$ cat src/hdl/bkl_pkg.sv
`timescale 1ns / 1ps

package bkl_pkg;

  // Longest word that is still judged as a keyword
  localparam int unsigned MaxWordLen = 15;
  localparam int unsigned WordLenW   = $clog2(MaxWordLen + 1);

  // Token kinds
  localparam logic [2:0] KindOpen  = 3'd0;
  localparam logic [2:0] KindClose = 3'd1;
  localparam logic [2:0] KindBegin = 3'd2;
  localparam logic [2:0] KindEnd   = 3'd3;
  localparam logic [2:0] KindError = 3'd4;
  localparam logic [2:0] KindEos   = 3'd5;

  // Token queue (depth must be a power of two)
  localparam int unsigned TokDepth = 4;
  localparam int unsigned TokPtrW  = $clog2(TokDepth);
  localparam int unsigned TokCntW  = $clog2(TokDepth + 1);

  typedef struct packed {
    logic [2:0] kind;
    logic       last;
  } tok_entry_t;

  // Up to two tokens written into the queue in one cycle
  typedef struct packed {
    logic [1:0] count;
    tok_entry_t first;
    tok_entry_t second;
  } tok_push_t;

endpackage

$ cat src/hdl/bkl_if.sv
`timescale 1ns / 1ps

interface bkl_byte_if;
  logic       valid;
  logic       ready;
  logic [7:0] char_byte;
  logic       end_of_stream;

  modport source (output valid, output char_byte, output end_of_stream, input ready);
  modport sink (input valid, input char_byte, input end_of_stream, output ready);
endinterface

interface bkl_tok_if;
  logic       valid;
  logic       ready;
  logic [2:0] token_kind;
  logic       last_of_run;

  modport source (output valid, output token_kind, output last_of_run, input ready);
  modport sink (input valid, input token_kind, input last_of_run, output ready);
endinterface

$ cat src/hdl/bkl_scan.sv
`timescale 1ns / 1ps

module bkl_scan (
  input  logic              clk_i,
  input  logic              rst_ni,
  bkl_byte_if.sink          byte_i,
  input  logic              room_i,
  output bkl_pkg::tok_push_t push_o
);

  localparam int unsigned LenW = bkl_pkg::WordLenW;

  // Scan modes
  localparam logic [2:0] ModeNormal  = 3'd0;
  localparam logic [2:0] ModeString  = 3'd1;
  localparam logic [2:0] ModeEscape  = 3'd2;
  localparam logic [2:0] ModeComment = 3'd3;
  localparam logic [2:0] ModeWord    = 3'd4;
  localparam logic [2:0] ModeSkip    = 3'd5;

  // Characters of interest
  localparam logic [7:0] ChSpace      = 8'h20;
  localparam logic [7:0] ChTab        = 8'h09;
  localparam logic [7:0] ChNewline    = 8'h0A;
  localparam logic [7:0] ChQuote      = 8'h27;
  localparam logic [7:0] ChBackslash  = 8'h5C;
  localparam logic [7:0] ChOpenBrace  = 8'h7B;
  localparam logic [7:0] ChCloseBrace = 8'h7D;
  localparam logic [7:0] ChOpenParen  = 8'h28;
  localparam logic [7:0] ChCloseParen = 8'h29;

  function automatic logic is_word_byte(input logic [7:0] c);
    return (c >= 8'h41 && c <= 8'h7A) || c == 8'h5F || (c >= 8'h30 && c <= 8'h39);
  endfunction

  function automatic logic [7:0] fold_case(input logic [7:0] c);
    return (c >= 8'h41 && c <= 8'h5A) ? c + 8'd32 : c;
  endfunction

  function automatic logic [7:0] begin_char(input logic [LenW-1:0] idx);
    logic [7:0] ch;
    case (idx)
      LenW'(0): ch = 8'h62;
      LenW'(1): ch = 8'h65;
      LenW'(2): ch = 8'h67;
      LenW'(3): ch = 8'h69;
      LenW'(4): ch = 8'h6E;
      default:  ch = 8'h00;
    endcase
    return ch;
  endfunction

  function automatic logic [7:0] end_char(input logic [LenW-1:0] idx);
    logic [7:0] ch;
    case (idx)
      LenW'(0): ch = 8'h65;
      LenW'(1): ch = 8'h6E;
      LenW'(2): ch = 8'h64;
      default:  ch = 8'h00;
    endcase
    return ch;
  endfunction

  logic            vld_q;
  logic [7:0]      c_q;
  logic            eos_q;
  logic            advance;

  logic [2:0]      mode_q, mode_d;
  logic [LenW-1:0] len_q, len_d;
  logic            mb_q, mb_d;
  logic            me_q, me_d;

  logic [7:0]      fold;
  logic            word_byte;
  logic            sn_vld, sn_word;
  logic [2:0]      sn_kind, sn_mode;
  logic            j_vld;
  logic [2:0]      j_kind;
  logic            a_vld, b_vld;
  logic [2:0]      a_kind, b_kind;

  // Input register: take a byte whenever it is empty or the held one moves on
  assign advance      = vld_q && room_i;
  assign byte_i.ready = !vld_q || advance;

  always_ff @(posedge clk_i or negedge rst_ni) begin
    if (!rst_ni) begin
      vld_q <= 1'b0;
    end else if (byte_i.ready) begin
      vld_q <= byte_i.valid;
    end
  end

  always_ff @(posedge clk_i) begin
    if (byte_i.ready && byte_i.valid) begin
      c_q   <= byte_i.char_byte;
      eos_q <= byte_i.end_of_stream;
    end
  end

  // Classify the byte as seen from normal mode
  always_comb begin
    fold      = fold_case(c_q);
    word_byte = is_word_byte(c_q);
    sn_vld    = 1'b0;
    sn_word   = 1'b0;
    sn_kind   = bkl_pkg::KindOpen;
    sn_mode   = ModeNormal;
    if (c_q == ChSpace || c_q == ChTab || c_q == ChNewline) begin
      sn_mode = ModeNormal;
    end else if (c_q == ChQuote) begin
      sn_mode = ModeString;
    end else if (c_q == ChCloseBrace) begin
      sn_vld  = 1'b1;
      sn_kind = bkl_pkg::KindError;
    end else if (c_q == ChOpenBrace) begin
      sn_mode = ModeComment;
    end else if (c_q == ChOpenParen) begin
      sn_vld  = 1'b1;
      sn_kind = bkl_pkg::KindOpen;
    end else if (c_q == ChCloseParen) begin
      sn_vld  = 1'b1;
      sn_kind = bkl_pkg::KindClose;
    end else if (word_byte) begin
      sn_word = 1'b1;
      sn_mode = ModeWord;
    end
  end

  // Judge the word held so far
  always_comb begin
    j_vld  = (mode_q == ModeWord) &&
             ((mb_q && len_q == LenW'(5)) || (me_q && len_q == LenW'(3)));
    j_kind = (mb_q && len_q == LenW'(5)) ? bkl_pkg::KindBegin : bkl_pkg::KindEnd;
  end

  // Mode update and token selection
  always_comb begin
    mode_d = mode_q;
    len_d  = len_q;
    mb_d   = mb_q;
    me_d   = me_q;
    a_vld  = 1'b0;
    a_kind = bkl_pkg::KindOpen;
    b_vld  = 1'b0;
    b_kind = bkl_pkg::KindOpen;
    if (eos_q) begin
      if (mode_q == ModeString || mode_q == ModeEscape || mode_q == ModeComment) begin
        a_vld  = 1'b1;
        a_kind = bkl_pkg::KindError;
      end else begin
        a_vld  = j_vld;
        a_kind = j_kind;
      end
      b_vld  = 1'b1;
      b_kind = bkl_pkg::KindEos;
      mode_d = ModeNormal;
      len_d  = '0;
      mb_d   = 1'b1;
      me_d   = 1'b1;
    end else begin
      unique case (mode_q)
        ModeString: begin
          if (c_q == ChQuote) begin
            mode_d = ModeNormal;
          end else if (c_q == ChBackslash) begin
            mode_d = ModeEscape;
          end
        end
        ModeEscape: begin
          mode_d = ModeString;
        end
        ModeComment: begin
          if (c_q == ChCloseBrace) begin
            mode_d = ModeNormal;
          end
        end
        ModeWord, ModeSkip: begin
          if (word_byte) begin
            if (mode_q == ModeWord) begin
              if (len_q < LenW'(bkl_pkg::MaxWordLen)) begin
                mb_d  = mb_q && (len_q < LenW'(5)) && (begin_char(len_q) == fold);
                me_d  = me_q && (len_q < LenW'(3)) && (end_char(len_q) == fold);
                len_d = len_q + LenW'(1);
              end else begin
                mode_d = ModeSkip;
              end
            end
          end else begin
            // Close the word, then rescan the ending byte
            a_vld  = j_vld;
            a_kind = j_kind;
            b_vld  = sn_vld;
            b_kind = sn_kind;
            mode_d = sn_mode;
            if (sn_word) begin
              len_d = LenW'(1);
              mb_d  = (begin_char('0) == fold);
              me_d  = (end_char('0) == fold);
            end else begin
              len_d = '0;
              mb_d  = 1'b1;
              me_d  = 1'b1;
            end
          end
        end
        default: begin
          b_vld  = sn_vld;
          b_kind = sn_kind;
          mode_d = sn_mode;
          if (sn_word) begin
            len_d = LenW'(1);
            mb_d  = (begin_char('0) == fold);
            me_d  = (end_char('0) == fold);
          end
        end
      endcase
    end
  end

  always_ff @(posedge clk_i or negedge rst_ni) begin
    if (!rst_ni) begin
      mode_q <= ModeNormal;
      len_q  <= '0;
      mb_q   <= 1'b1;
      me_q   <= 1'b1;
    end else if (advance) begin
      mode_q <= mode_d;
      len_q  <= len_d;
      mb_q   <= mb_d;
      me_q   <= me_d;
    end
  end

  // Pack the tokens in order; the final one carries the last flag
  always_comb begin
    push_o.second.kind = b_kind;
    push_o.second.last = 1'b1;
    if (a_vld && b_vld) begin
      push_o.count      = 2'd2;
      push_o.first.kind = a_kind;
      push_o.first.last = 1'b0;
    end else begin
      push_o.count      = (a_vld || b_vld) ? 2'd1 : 2'd0;
      push_o.first.kind = a_vld ? a_kind : b_kind;
      push_o.first.last = 1'b1;
    end
    if (!advance) begin
      push_o.count = 2'd0;
    end
  end

endmodule

$ cat src/hdl/bkl_tok_fifo.sv
`timescale 1ns / 1ps

module bkl_tok_fifo (
  input  logic               clk_i,
  input  logic               rst_ni,
  input  bkl_pkg::tok_push_t push_i,
  output logic               room_o,
  bkl_tok_if.source          tok_o
);

  localparam int unsigned PtrW = bkl_pkg::TokPtrW;
  localparam int unsigned CntW = bkl_pkg::TokCntW;

  bkl_pkg::tok_entry_t ent_q [bkl_pkg::TokDepth];
  logic [PtrW-1:0]     wr_ptr_q, rd_ptr_q;
  logic [CntW-1:0]     count_q;
  logic                pop;

  assign pop               = tok_o.valid && tok_o.ready;
  assign tok_o.valid       = count_q != '0;
  assign tok_o.token_kind  = ent_q[rd_ptr_q].kind;
  assign tok_o.last_of_run = ent_q[rd_ptr_q].last;

  // Room for a full pair of tokens
  assign room_o = count_q <= CntW'(bkl_pkg::TokDepth - 2);

  // Store pushed tokens
  always_ff @(posedge clk_i) begin
    if (push_i.count != 2'd0) begin
      ent_q[wr_ptr_q] <= push_i.first;
    end
    if (push_i.count == 2'd2) begin
      ent_q[wr_ptr_q + PtrW'(1)] <= push_i.second;
    end
  end

  // Advance pointers and occupancy
  always_ff @(posedge clk_i or negedge rst_ni) begin
    if (!rst_ni) begin
      wr_ptr_q <= '0;
      rd_ptr_q <= '0;
      count_q  <= '0;
    end else begin
      wr_ptr_q <= wr_ptr_q + PtrW'(push_i.count);
      rd_ptr_q <= rd_ptr_q + PtrW'(pop);
      count_q  <= count_q + CntW'(push_i.count) - CntW'(pop);
    end
  end

endmodule

$ cat src/hdl/block_keyword_lexer_unit.sv
`timescale 1ns / 1ps

// Keyword lexer for a Pascal-like source.
// byte_i takes one source byte per transfer (char_byte), or an end-of-stream
// mark (end_of_stream set, char_byte ignored). token_o gives the tokens:
// open/close paren, begin, end, error and end of stream; last_of_run marks
// the final token that a byte caused. A byte causes zero, one or two tokens.
// A byte is held in the input register; then its tokens are written into
// the token queue, from whose head token_o offers them.
// Throughput: one byte per cycle while the queue has room for two tokens;
// a byte that gives two tokens needs two transfers on token_o, since token_o
// moves one token per cycle. The four-entry token queue sets how far the
// input runs ahead of the output: a byte leaves the input register only
// while the queue has room for two.
// Reset clears the scan state to normal mode and empties the queue; the
// first byte after reset starts a fresh source.
// When the receiver stalls, the token at the head holds, the queue fills,
// and byte_i.ready drops until room for two tokens is free again.
module block_keyword_lexer_unit (
  input  logic      clk_i,
  input  logic      rst_ni,
  bkl_byte_if.sink  byte_i,
  bkl_tok_if.source token_o
);

  bkl_pkg::tok_push_t push;
  logic               room;

  bkl_scan u_scan (
    .clk_i  (clk_i),
    .rst_ni (rst_ni),
    .byte_i (byte_i),
    .room_i (room),
    .push_o (push)
  );

  bkl_tok_fifo u_fifo (
    .clk_i  (clk_i),
    .rst_ni (rst_ni),
    .push_i (push),
    .room_o (room),
    .tok_o  (token_o)
  );

endmodule

$ cat src/flat_wrapper.sv
// flat-port wrapper written by rule: the top's interface ports become plain ports
module block_keyword_lexer_unit_flat 
  (clk_i, rst_ni, byte_i_valid, byte_i_char_byte, byte_i_end_of_stream, byte_i_ready, token_o_valid, token_o_token_kind, token_o_last_of_run, token_o_ready);
  bkl_byte_if byte_i_i ();
  bkl_tok_if token_o_i ();
  input  logic clk_i;
  input  logic rst_ni;
  input wire logic [$bits(byte_i_i.valid)-1:0] byte_i_valid;
  input wire logic [$bits(byte_i_i.char_byte)-1:0] byte_i_char_byte;
  input wire logic [$bits(byte_i_i.end_of_stream)-1:0] byte_i_end_of_stream;
  output wire logic [$bits(byte_i_i.ready)-1:0] byte_i_ready;
  output wire logic [$bits(token_o_i.valid)-1:0] token_o_valid;
  output wire logic [$bits(token_o_i.token_kind)-1:0] token_o_token_kind;
  output wire logic [$bits(token_o_i.last_of_run)-1:0] token_o_last_of_run;
  input wire logic [$bits(token_o_i.ready)-1:0] token_o_ready;
  assign byte_i_i.valid = byte_i_valid;
  assign byte_i_i.char_byte = byte_i_char_byte;
  assign byte_i_i.end_of_stream = byte_i_end_of_stream;
  assign byte_i_ready = byte_i_i.ready;
  assign token_o_valid = token_o_i.valid;
  assign token_o_token_kind = token_o_i.token_kind;
  assign token_o_last_of_run = token_o_i.last_of_run;
  assign token_o_i.ready = token_o_ready;
  block_keyword_lexer_unit u_core (.clk_i(clk_i), .rst_ni(rst_ni), .byte_i(byte_i_i), .token_o(token_o_i));
endmodule
$ cat config.mk
export PLATFORM = sky130hd
export DESIGN_NAME = block_keyword_lexer_unit_flat
export DESIGN_NICKNAME = d
export VERILOG_FILES = /design/src/hdl/bkl_pkg.sv /design/src/hdl/bkl_if.sv /design/src/hdl/bkl_scan.sv /design/src/hdl/bkl_tok_fifo.sv /design/src/hdl/block_keyword_lexer_unit.sv /design/src/flat_wrapper.sv
export SDC_FILE = /design/constraint.sdc
export NUM_CORES = 1
export LEC_CHECK = 0
export BUFFER_PORTS_ARGS = -buffer_cell sky130_fd_sc_hd__buf_2
export CORE_UTILIZATION = 35
export DETAILED_ROUTE_END_ITERATION = 10
export REMOVE_ABC_BUFFERS = 1
export SLEW_MARGIN = 20
export SYNTH_ARGS = -nofsm -noshare
export SYNTH_HDL_FRONTEND = slang
export SYNTH_SLANG_ARGS = --single-unit
$ cat constraint.sdc
create_clock -name clk_i -period 4 [get_ports clk_i]
set_input_delay 0.8 -clock clk_i [delete_from_list [all_inputs] [get_ports clk_i]]
set_output_delay 0.8 -clock clk_i [all_outputs]
set_load 0.02 [all_outputs]
==> results of run 1 <==
## layout by cell type (no fill, tap or decap), types with 4 or more instances in the layout
| cell type | instances |
|---|---|
| nor2_1 | 25 |
| xor2_1 | 7 |
| nor3_1 | 10 |
| nor4_1 | 5 |
| dfrtp_1 | 15 |
| nand2b_1 | 6 |
| a21oi_1 | 15 |
| o22ai_1 | 5 |
| ha_1 | 13 |
| buf_4 | 4 |
| o21ai_0 | 22 |
| nor2b_1 | 4 |
| mux4_2 | 4 |
| a211oi_1 | 6 |
| nand2_1 | 29 |
| a31oi_1 | 6 |
| dfxtp_1 | 8 |
| edfxtp_1 | 17 |
| clkbuf_8 | 5 |
| buf_2 | 18 |
| xnor2_1 | 5 |
| and3_1 | 7 |
| nand3_1 | 11 |
| inv_1 | 19 |
| and2_1 | 4 |
## cell families (layout without fill, tap and decap cells)
| logic type | count (synthesis) | count (layout) | synth area share [%] |
|---|---|---|---|
| buffers and inverters | 42 | 50 | 6.328 |
| flip-flops | 42 | 42 | 37.05 |
| adder cells (fa/ha/maj) | 14 | 14 | 6.160 |
| XOR/XNOR | 12 | 12 | 3.544 |
| multiplexers | 6 | 6 | 3.798 |
| AO/OA/AOI/OAI | 92 | 92 | 21.56 |
| AND/OR/NAND/NOR | 120 | 120 | 21.56 |
## Yosys cell counts (3+ instances only)
library cell / count / area share, %
a211oi_1: 6 / 1.5
inv_1: 19 / 2.4
mux4_2: 4 / 3.0
nand3_1: 11 / 1.9
dfxtp_1: 8 / 5.4
o211ai_1: 3 / 0.76
xor2_1: 7 / 2.1
dfrtp_1: 15 / 13
o31ai_1: 3 / 0.76
nor4_1: 5 / 1.1
nor3_1: 10 / 1.7
o31a_1: 3 / 0.89
clkbuf_1: 12 / 1.5
a31oi_1: 6 / 1.3
and2_1: 4 / 0.84
edfxtp_1: 17 / 17
xnor2_1: 5 / 1.5
o22ai_1: 5 / 1.1
buf_2: 5 / 0.84
o21ai_0: 23 / 3.9
ha_1: 13 / 5.5
nand2b_1: 6 / 1.3
nand2_1: 29 / 3.7
or2_2: 3 / 0.63
nor2_1: 25 / 3.2
and3_1: 7 / 1.5
nor2b_1: 4 / 0.84
a21oi_1: 15 / 2.5
## per-layer routing
metal / wire length (µm) / global-route usage, % / vias up
met5: 0 / 0 / -
met4: 102 / 5.897 / 0
met3: 326 / 3.398 / 10
met2: 2983 / 25.43 / 64
met1: 3138 / 21.95 / 1189
li1: - / - / 1232
## stage by stage
step	area (µm²)	utilization [%]	cells	setup slack, ns
after floorplan	2853	-	306	0.5135
after global placement	3104	37.78	433	0.4950
after detailed placement	3104	37.78	433	0.4074
after CTS	3191	38.83	441	0.3760
after global routing	3191	38.83	441	0.01024
final	3191	38.83	441	0.3807
## power by group through the flow
stage	Sequential (mW)	Clock (mW)	Combinational, mW
floorplan	0.742	0	0.703
global placement	0.800	0	0.893
detailed placement	0.807	0	0.898
CTS	0.798	0.282	0.904
global route	0.829	0.301	1.02
finish	0.799	0.273	0.904
## flip-flops by register name, summed over array words and instances (netlist names)
register                flops
u_core.u_scan.mb_q          1
u_core.u_scan.c_q           8
u_core.u_fifo.wr_ptr_q      2
u_core.u_fifo.ent_q        16
u_core.u_scan.mode_q        3
u_core.u_scan.len_q         4
u_core.u_fifo.count_q       3
u_core.u_scan.vld_q         1
u_core.u_fifo.rd_ptr_q      2
u_core.u_scan.eos_q         1
u_core.u_scan.me_q          1
## cell type report
| type | count | area share (%) |
|---|---|---|
| Clock buffer | 6 | 2.275 |
| Clock inverter | 2 | 0.4314 |
| Inverter | 20 | 2.353 |
| Multi-Input combinational cell | 244 | 52.63 |
| Sequential cell | 42 | 34.43 |
| Tap cell | 105 | 4.118 |
| Timing Repair Buffer | 22 | 3.765 |
## worst min path at each step
| stage | startpoint | to | slack, ns | cells past startpoint |
|---|---|---|---|---|
| finish | rst_ni | u_core.u_fifo.rd_ptr_q[0] | 0.42 | 1 |
| global route | rst_ni | u_core.u_fifo.count_q[1] | 0.44 | 1 |
| CTS | rst_ni | u_core.u_scan.vld_q | 0.43 | 1 |
| detailed placement | u_core.u_fifo.ent_q[0][2] | u_core.u_fifo.ent_q[0][2] | 0.47 | 1 |
| global placement | u_core.u_fifo.ent_q[0][2] | u_core.u_fifo.ent_q[0][2] | 0.46 | 1 |
| floorplan | u_core.u_fifo.ent_q[2][2] | u_core.u_fifo.ent_q[2][2] | 0.44 | 1 |
==> flow_summary.toml, run 1 <==
[setup_path]
cp-startpoint = "u_core.u_scan.c_q[3]"
timing.rr.end = "u_core.u_fifo.ent_q[2][3]"
slowest_delay_ns = 0.62
startpoint_type = "flop"
crit_family = "simple AND/OR/NAND/NOR gates"
cpMaxStageDelayCell = "edfxtp_1"
worst-path-max-fanout = 15
crit_path_frequent_cell = "nand2_1"
crit_arrival_ns = 3.64
end_kind = "flop"
rrSetupSlack_ns = 0.38
endpoint = "u_core.u_fifo.ent_q[2][3]"
worstSetupPathDepth = 13
critPathKind = "flop to flop"
path_cells = "nor4_4 -> a22oi_1 -> nor4b_4 -> o21ai_0 -> nand2_1 -> o21ai_0 -> ha_1 -> inv_1 -> nand2_1 -> nor2_1 -> nand2_1 -> and2_1 -> inv_1"
reg2reg_from = "u_core.u_scan.c_q[3]"
reg2reg_depth = 13
cp.buffers_inverters = 2
required_ns = 4.02

[sta]
fin_skew_ns = 0.004130
hold_slack_ns = 0.4181
grt_setup_unrepaired = "false"
finalMaxSlewViolations = 0
max-slew-margin-rel_pct = 62.57
setup_viol = 0
setup-tns-final_ns = 0
finalHoldViolations = 0
post-route-min-period_ns = 3.619
timing.fmax_mhz = 276.3
layout_worst_path_cycle_share_pct = 90.48
worst_pin_slew_ns = 0.5473

[power]
power_frac_comb_pct = 45.8
power.internal_mw = 1.090
seqPwrFrac_pct = 40.4
p_clk_share_pct = 13.8
peakVddDrop_mv = 0.3622
swShare_pct = 44.84
pwr_density_cell_nw_per_um2 = 619.5
p_leak_nw = 1.222
total_power_mw = 1.977
p_switching_uw = 886.4

[logic_synthesis]
ys_types = 68
yosys_warnings = 0
synth_edf_count = 17
netlist_instances = 328
ys_ff_latch = 42
ys_async_sr_fraction_pct = 40.48
yosysSeqAreaShare_pct = 37.05
netlist_area_um2 = 2965
syn_avg_cell_area_um2 = 9.041
ys.flop_type = "edfxtp_1"

[placement]
port_buffers = 18
routabilityCongestion = 0.9332
place_hpwl_um = 4896

[detailed_routing]
via_per_inst = 5.658
drtPass1Iterations = 4
routed_wl_um = 6550
drcViolationCount = 0
first_iter_violations = 108
antenna_left = 0
vias = 2495
wire_per_inst_um = 14.85

[floorplan]
num_rows = 33
die_y_um = 94.05
ioPinCount = 19
start_util_pct = 36.09
die_x_um = 94.05
die_area_um2 = 8844
core_um2 = 8217

[clocking]
cts-htree-levels = 2
ctsResizeCount = 0
tritoncts_num_sinks = 42
path_clk_slew_ns = 0.08
cts_setup_buffers = 0
clockBufferDepth = 2
cts_hold_buf = 0
cts_buffers = 5
cts_tree = "yes"
clockRootBuffer = "clkbuf_8"
clock_latency_ns = 0.30

[run]
max_cap_viol_count = 0

[global_route]
grt_pass1_wl_um = 11300
antenna_found_initial = 0
grt_usage_pct = 16.22
grt_remaining_overflow = 0
grt_max_degree = 18
grt_pass1_vias = 2386

[finish]
layout.nets = 362
seq_area_um2 = 1099
antennaDiodeCount = 0
fill_cells = 804
drive_gt1_share_pct = 13.39
syn_to_final_growth_pct = 7.595
multiInputGateArea_um2 = 1679

[min_path]
hp-class = "input port to async pin"

[run_status]
status = "finished clean"
Power figures use the tool's default switching activity.
==> run 2, diff against run 1 <==
==> constraint.sdc (replaced) <==
create_clock -name clk_i -period 3.2 [get_ports clk_i]
set_input_delay 0.64 -clock clk_i [delete_from_list [all_inputs] [get_ports clk_i]]
set_output_delay 0.64 -clock clk_i [all_outputs]
set_load 0.02 [all_outputs]
==> run 2 against run 1 <==
Net effect:
- global-route usage grew 0.92 points
- clock power grew 48%
- first-iteration DRC count increased by 72%
- register-to-register slack lost 0.19 ns
- sequential power grew 17%
- via count up 5.4%
- final cell count grew 6.8%
- non-clock buffer count rose by 30
- critical path depth fell by 1
- critical endpoint is now u_core.u_fifo.count_q[2]
==> flow_summary.toml, run 2 (same netlist as run 1, synthesis figures left out) <==
[global_route]
grt_usage_pct = 17.14
use_met3_pct = 2.104
busiest_layer = "met2"
use_met2_pct = 27.43
grt_pass1_wl_um = 11740
grt_max_degree = 18
grt_pass1_vias = 2489
antenna_found_initial = 0
use_met1_pct = 23.80
grt_remaining_overflow = 0

[finish]
fill_cells = 799
antennaDiodeCount = 0
multiInputGateArea_um2 = 1752
seq_area_um2 = 1099
final_cell_mix = "buf_4 (33), nand2_1 (29), nor2_1 (23)"
reg.largest.list = "u_core.u_fifo.ent_q x16, u_core.u_scan.c_q x8, u_core.u_scan.len_q x4"
drive_gt1_share_pct = 24.04
final_common_cell = "buf_4"
max_flop_register = "u_core.u_fifo.ent_q"
syn_to_final_growth_pct = 18.78
layout.nets = 392
largest_reg_flops = 16
design_area_um2 = 3522
fin_cells = 471

[detailed_routing]
wire_per_inst_um = 14.82
antenna_left = 0
drcViolationCount = 0
routed_wl_um = 6982
via_per_inst = 5.582
first_iter_violations = 186
drtPass1Iterations = 5
vias = 2629

[setup_path]
reg2reg_depth = 12
worst-path-max-fanout = 5
timing.rr.end = "u_core.u_fifo.count_q[2]"
startpoint_type = "flop"
end_kind = "flop"
path_cells = "nor4_4 -> nand2b_2 -> o221a_4 -> o21ai_2 -> nand2_1 -> o21ai_2 -> ha_4 -> nand2_1 -> ha_1 -> fa_2 -> xor2_2 -> xnor2_1"
cp.buffers_inverters = 0
required_ns = 3.40
worstSetupPathDepth = 12
cpMaxStageDelayCell = "edfxtp_1"
crit_family = "adder cells"
rrSetupSlack_ns = 0.19
reg2reg_from = "u_core.u_scan.c_q[0]"
slowest_delay_ns = 0.44
critPathKind = "flop to flop"
crit_arrival_ns = 3.21

[floorplan]
start_util_pct = 36.09
die_y_um = 94.05
num_rows = 33
core_um2 = 8217
die_x_um = 94.05
ioPinCount = 19
die_area_um2 = 8844

[placement]
place_hpwl_um = 5275
port_buffers = 18
dp.cells = 458
routabilityCongestion = 0.8469
place_area_um2 = 3304
place_ws_ns = -0.1166

[clocking]
cts_hold_buf = 0
clockBufferDepth = 2
tritoncts_num_sinks = 42
clock_latency_ns = 0.31
path_clk_slew_ns = 0.09
cts-htree-levels = 2
clockRootBuffer = "clkbuf_8"
cts_tree = "yes"
cts_buffers = 5

[sta]
fin_ws_ns = 0.1923
timing.fmax_mhz = 332.5
layout_worst_path_cycle_share_pct = 93.99
worst_pin_slew_ns = 0.5806
max-slew-margin-rel_pct = 61.04
finalMaxSlewViolations = 0
setup_viol = 0
post-route-min-period_ns = 3.008
fin_skew_ns = 0.01022
grt_setup_unrepaired = "false"
finalHoldViolations = 0
hold_slack_ns = 0.2603

[power]
p_leak_nw = 1.389
total_power_mw = 2.702
peakVddDrop_mv = 0.3945
pwr_density_cell_nw_per_um2 = 767.2

[run_status]
status = "finished clean"

[run]
max_cap_viol_count = 0

[min_path]
hp-class = "input port to async pin"
run 2: worst max-delay path by stage:
stage	startpoint	endpoint	slack (ns)
floorplan	u_core.u_scan.len_q[0]	u_core.u_fifo.count_q[2]	-0.29
global placement	u_core.u_scan.c_q[1]	u_core.u_fifo.count_q[2]	-0.02
finish	u_core.u_scan.c_q[0]	u_core.u_fifo.count_q[2]	0.19
CTS	u_core.u_scan.c_q[2]	u_core.u_fifo.count_q[2]	0.02
global route	u_core.u_scan.c_q[0]	u_core.u_fifo.count_q[2]	0.005
detailed placement	u_core.u_scan.c_q[1]	u_core.u_fifo.count_q[2]	-0.12
run 2: cell type report:
| class | count | area share, % |
|---|---|---|
| timing repair buffer | 52 | 10.16 |
| inverter | 20 | 2.131 |
| tap | 105 | 3.730 |
| sequential | 42 | 31.19 |
| clock inverter | 2 | 0.3908 |
| multi-input combinational | 244 | 49.73 |
| clock buffer | 6 | 2.664 |
run 2: timing repair:
action	in CTS	in global routing
endpoints found under the setup margin	8	11
setup buffers	2	3
pin swaps	0	6
hold endpoints to repair	0	0
resized for setup	3	16
run 2: report_power, final:
group / internal, mW / switching (mW)
logic: 0.590 / 0.777
clock network: 0.203 / 0.200
registers: 0.734 / 0.198
run 2: routing by layer:
layer  wire length [µm]  up-vias  share of wire, %
met3                356        5               5.1
met5                  0        -                 0
met2               3185       74                46
li1                   -     1291                 -
met4                 80        0               1.1
met1               3359     1259                48
run 2: through the flow:
stage                     utilization, %  setup TNS, ns
after global placement             40.22       -0.02043
after global routing               42.87              0
after floorplan                        -        -0.5164
after detailed placement           40.22        -0.3422
after CTS                          41.85              0
final                              42.87              0
==> run 3, diff against run 2 <==
--- a/config.mk
+++ b/config.mk
@@ -6,7 +6,7 @@
 export NUM_CORES = 1
 export LEC_CHECK = 0
 export BUFFER_PORTS_ARGS = -buffer_cell sky130_fd_sc_hd__buf_2
-export CORE_UTILIZATION = 35
+export CORE_UTILIZATION = 45
 export DETAILED_ROUTE_END_ITERATION = 10
 export REMOVE_ABC_BUFFERS = 1
 export SLEW_MARGIN = 20
==> run 3 against run 2 <==
Net effect:
- largest power group unchanged
- sequential share of layout area grew 0.091 points
- global-route usage grew 3.2 points
- routed wire length grew 0.54%
==> flow_summary.toml, run 3 (same netlist as run 1, synthesis figures left out) <==
[sta]
finalHoldViolations = 0
layout_worst_path_cycle_share_pct = 95.91
fin_skew_ns = 0.01400
post-route-min-period_ns = 3.069
timing.fmax_mhz = 325.8
setup_viol = 0
fin_ws_ns = 0.1308
worst_pin_slew_ns = 0.5577
max-slew-margin-rel_pct = 62.57
finalMaxSlewViolations = 0
setup-tns-final_ns = 0

[finish]
max_flop_register = "u_core.u_fifo.ent_q"
syn_to_final_growth_pct = 18.57
reg.largest.list = "u_core.u_fifo.ent_q x16, u_core.u_scan.c_q x8, u_core.u_scan.len_q x4"
layout.nets = 398
final_common_cell = "buf_4"
largest_reg_flops = 16
final_cell_mix = "buf_4 (37), nand2_1 (29), nor2_1 (22)"
drive_gt1_share_pct = 24.73
antennaDiodeCount = 0

[setup_path]
endpoint = "u_core.u_fifo.count_q[2]"
crit_arrival_ns = 3.26
reg2reg_from = "u_core.u_scan.c_q[1]"
startpoint_type = "flop"
end_kind = "flop"
required_ns = 3.39
reg2reg_depth = 15
worst-path-max-fanout = 5
rrSetupSlack_ns = 0.13
cp-startpoint = "u_core.u_scan.c_q[1]"
critPathKind = "flop to flop"
timing.rr.end = "u_core.u_fifo.count_q[2]"

[floorplan]
ioPinCount = 19
start_util_pct = 46.70
die_area_um2 = 6918
die_x_um = 83.18
num_rows = 29
core_um2 = 6350
die_y_um = 83.18

[power]
pwr_density_cell_nw_per_um2 = 758.0
p_switching_mw = 1.167
swShare_pct = 43.77
seqPwrFrac_pct = 34.6
power_frac_comb_pct = 52.7
p_leak_nw = 1.405
power.internal_mw = 1.498
peakVddDrop_mv = 0.4717
p_clk_share_pct = 12.7

[clocking]
cts-htree-levels = 2
cts_hold_buf = 0
cts_tree = "yes"
tritoncts_num_sinks = 42
clockBufferDepth = 2
clock_latency_ns = 0.30
cts_buffers = 5
clockRootBuffer = "clkbuf_8"
path_clk_slew_ns = 0.09

[detailed_routing]
drcViolationCount = 0
antenna_left = 0
via_per_inst = 5.815
vias = 2611
wire_per_inst_um = 15.63
drtPass1Iterations = 4
first_iter_violations = 139
routed_wl_um = 7020

[placement]
port_buffers = 18
place_ws_ns = -0.09723
place_hpwl_um = 5257
routabilityCongestion = 0.8802

[global_route]
grt_remaining_overflow = 0
grt_pass1_vias = 2461
grt_usage_pct = 20.38
antenna_found_initial = 0
grt_max_degree = 18
grt_pass1_wl_um = 11520

[run_status]
status = "finished clean"

[min_path]
hp-class = "input port to async pin"

[run]
max_cap_viol_count = 0
## run 3: changes by cell type in the layout (fill, tap and decap cells not counted), sizes merged
cell	delta
clkinv	+1
buf	+6
inv	-1
## run 3: layout make-up
class	count	area [µm²]
Fill cell	597	2834
Multi-Input combinational cell	244	1748
Sequential cell	42	1100
Timing Repair Buffer	58	410.4
Tap cell	77	96.34
Inverter	20	75.07
Clock buffer	6	72.57
Clock inverter	2	13.76
## run 3: worst min-delay path by stage
| stage | start | endpoint | slack (ns) | cells past startpoint |
|---|---|---|---|---|
| floorplan | rst_ni | u_core.u_fifo.count_q[0] | 0.34 | 0 |
| global placement | u_core.u_fifo.ent_q[2][2] | u_core.u_fifo.ent_q[2][2] | 0.45 | 1 |
| detailed placement | u_core.u_fifo.ent_q[2][2] | u_core.u_fifo.ent_q[2][2] | 0.46 | 1 |
| CTS | rst_ni | u_core.u_scan.len_q[0] | 0.28 | 1 |
| global route | rst_ni | u_core.u_fifo.count_q[2] | 0.29 | 1 |
| finish | rst_ni | u_core.u_scan.len_q[0] | 0.27 | 1 |
## run 3: critical path: stages (launching register included)
cell      delay [ns]
edfxtp_1        0.49
nor4_4          0.32
a22oi_2         0.15
nor4b_4         0.31
buf_4           0.18
nor2_2          0.05
nand2_1         0.09
nand2_1         0.09
ha_4            0.31
nand2_1         0.06
inv_2           0.07
ha_1            0.14
inv_1           0.05
fa_1            0.37
xor2_1          0.18
xnor2_1         0.12
## run 3: per-layer routing
layer	wire (µm)	track usage, %	vias up
li1	-	-	1303
met1	3384	29.32	1241
met2	3306	32.41	59
met3	246	2.684	8
met4	82	5.329	0
met5	0	0	-
## run 3: timing repair
item                       in CTS  in global routing
gates resized for setup         3                 16
pin swaps                       0                  9
setup endpoints to repair       6                 18
buffers inserted                0                  7
## run 3: metrics by stage
step | hold slack [ns] | std cells | power (mW) | instance area [µm²] | utilization [%]
floorplan | 0.3444 | 306 | 1.806 | 2853 | -
global placement | 0.4474 | 434 | 2.247 | 3299 | 51.96
detailed placement | 0.4558 | 434 | 2.265 | 3299 | 51.96
CTS | 0.2806 | 442 | 2.612 | 3395 | 53.46
global route | 0.2948 | 449 | 2.870 | 3516 | 55.37
finish | 0.2651 | 449 | 2.665 | 3516 | 55.37
## run 3: power groups by stage
stage | clock network (mW) | registers, mW | logic [mW]
6_report | 0.340 | 0.921 | 1.40
4_1_cts | 0.348 | 0.918 | 1.35
3_3_place_gp | 0 | 0.924 | 1.32
2_1_floorplan | 0 | 0.927 | 0.879
5_1_grt | 0.368 | 0.948 | 1.55
3_5_place_dp | 0 | 0.929 | 1.34
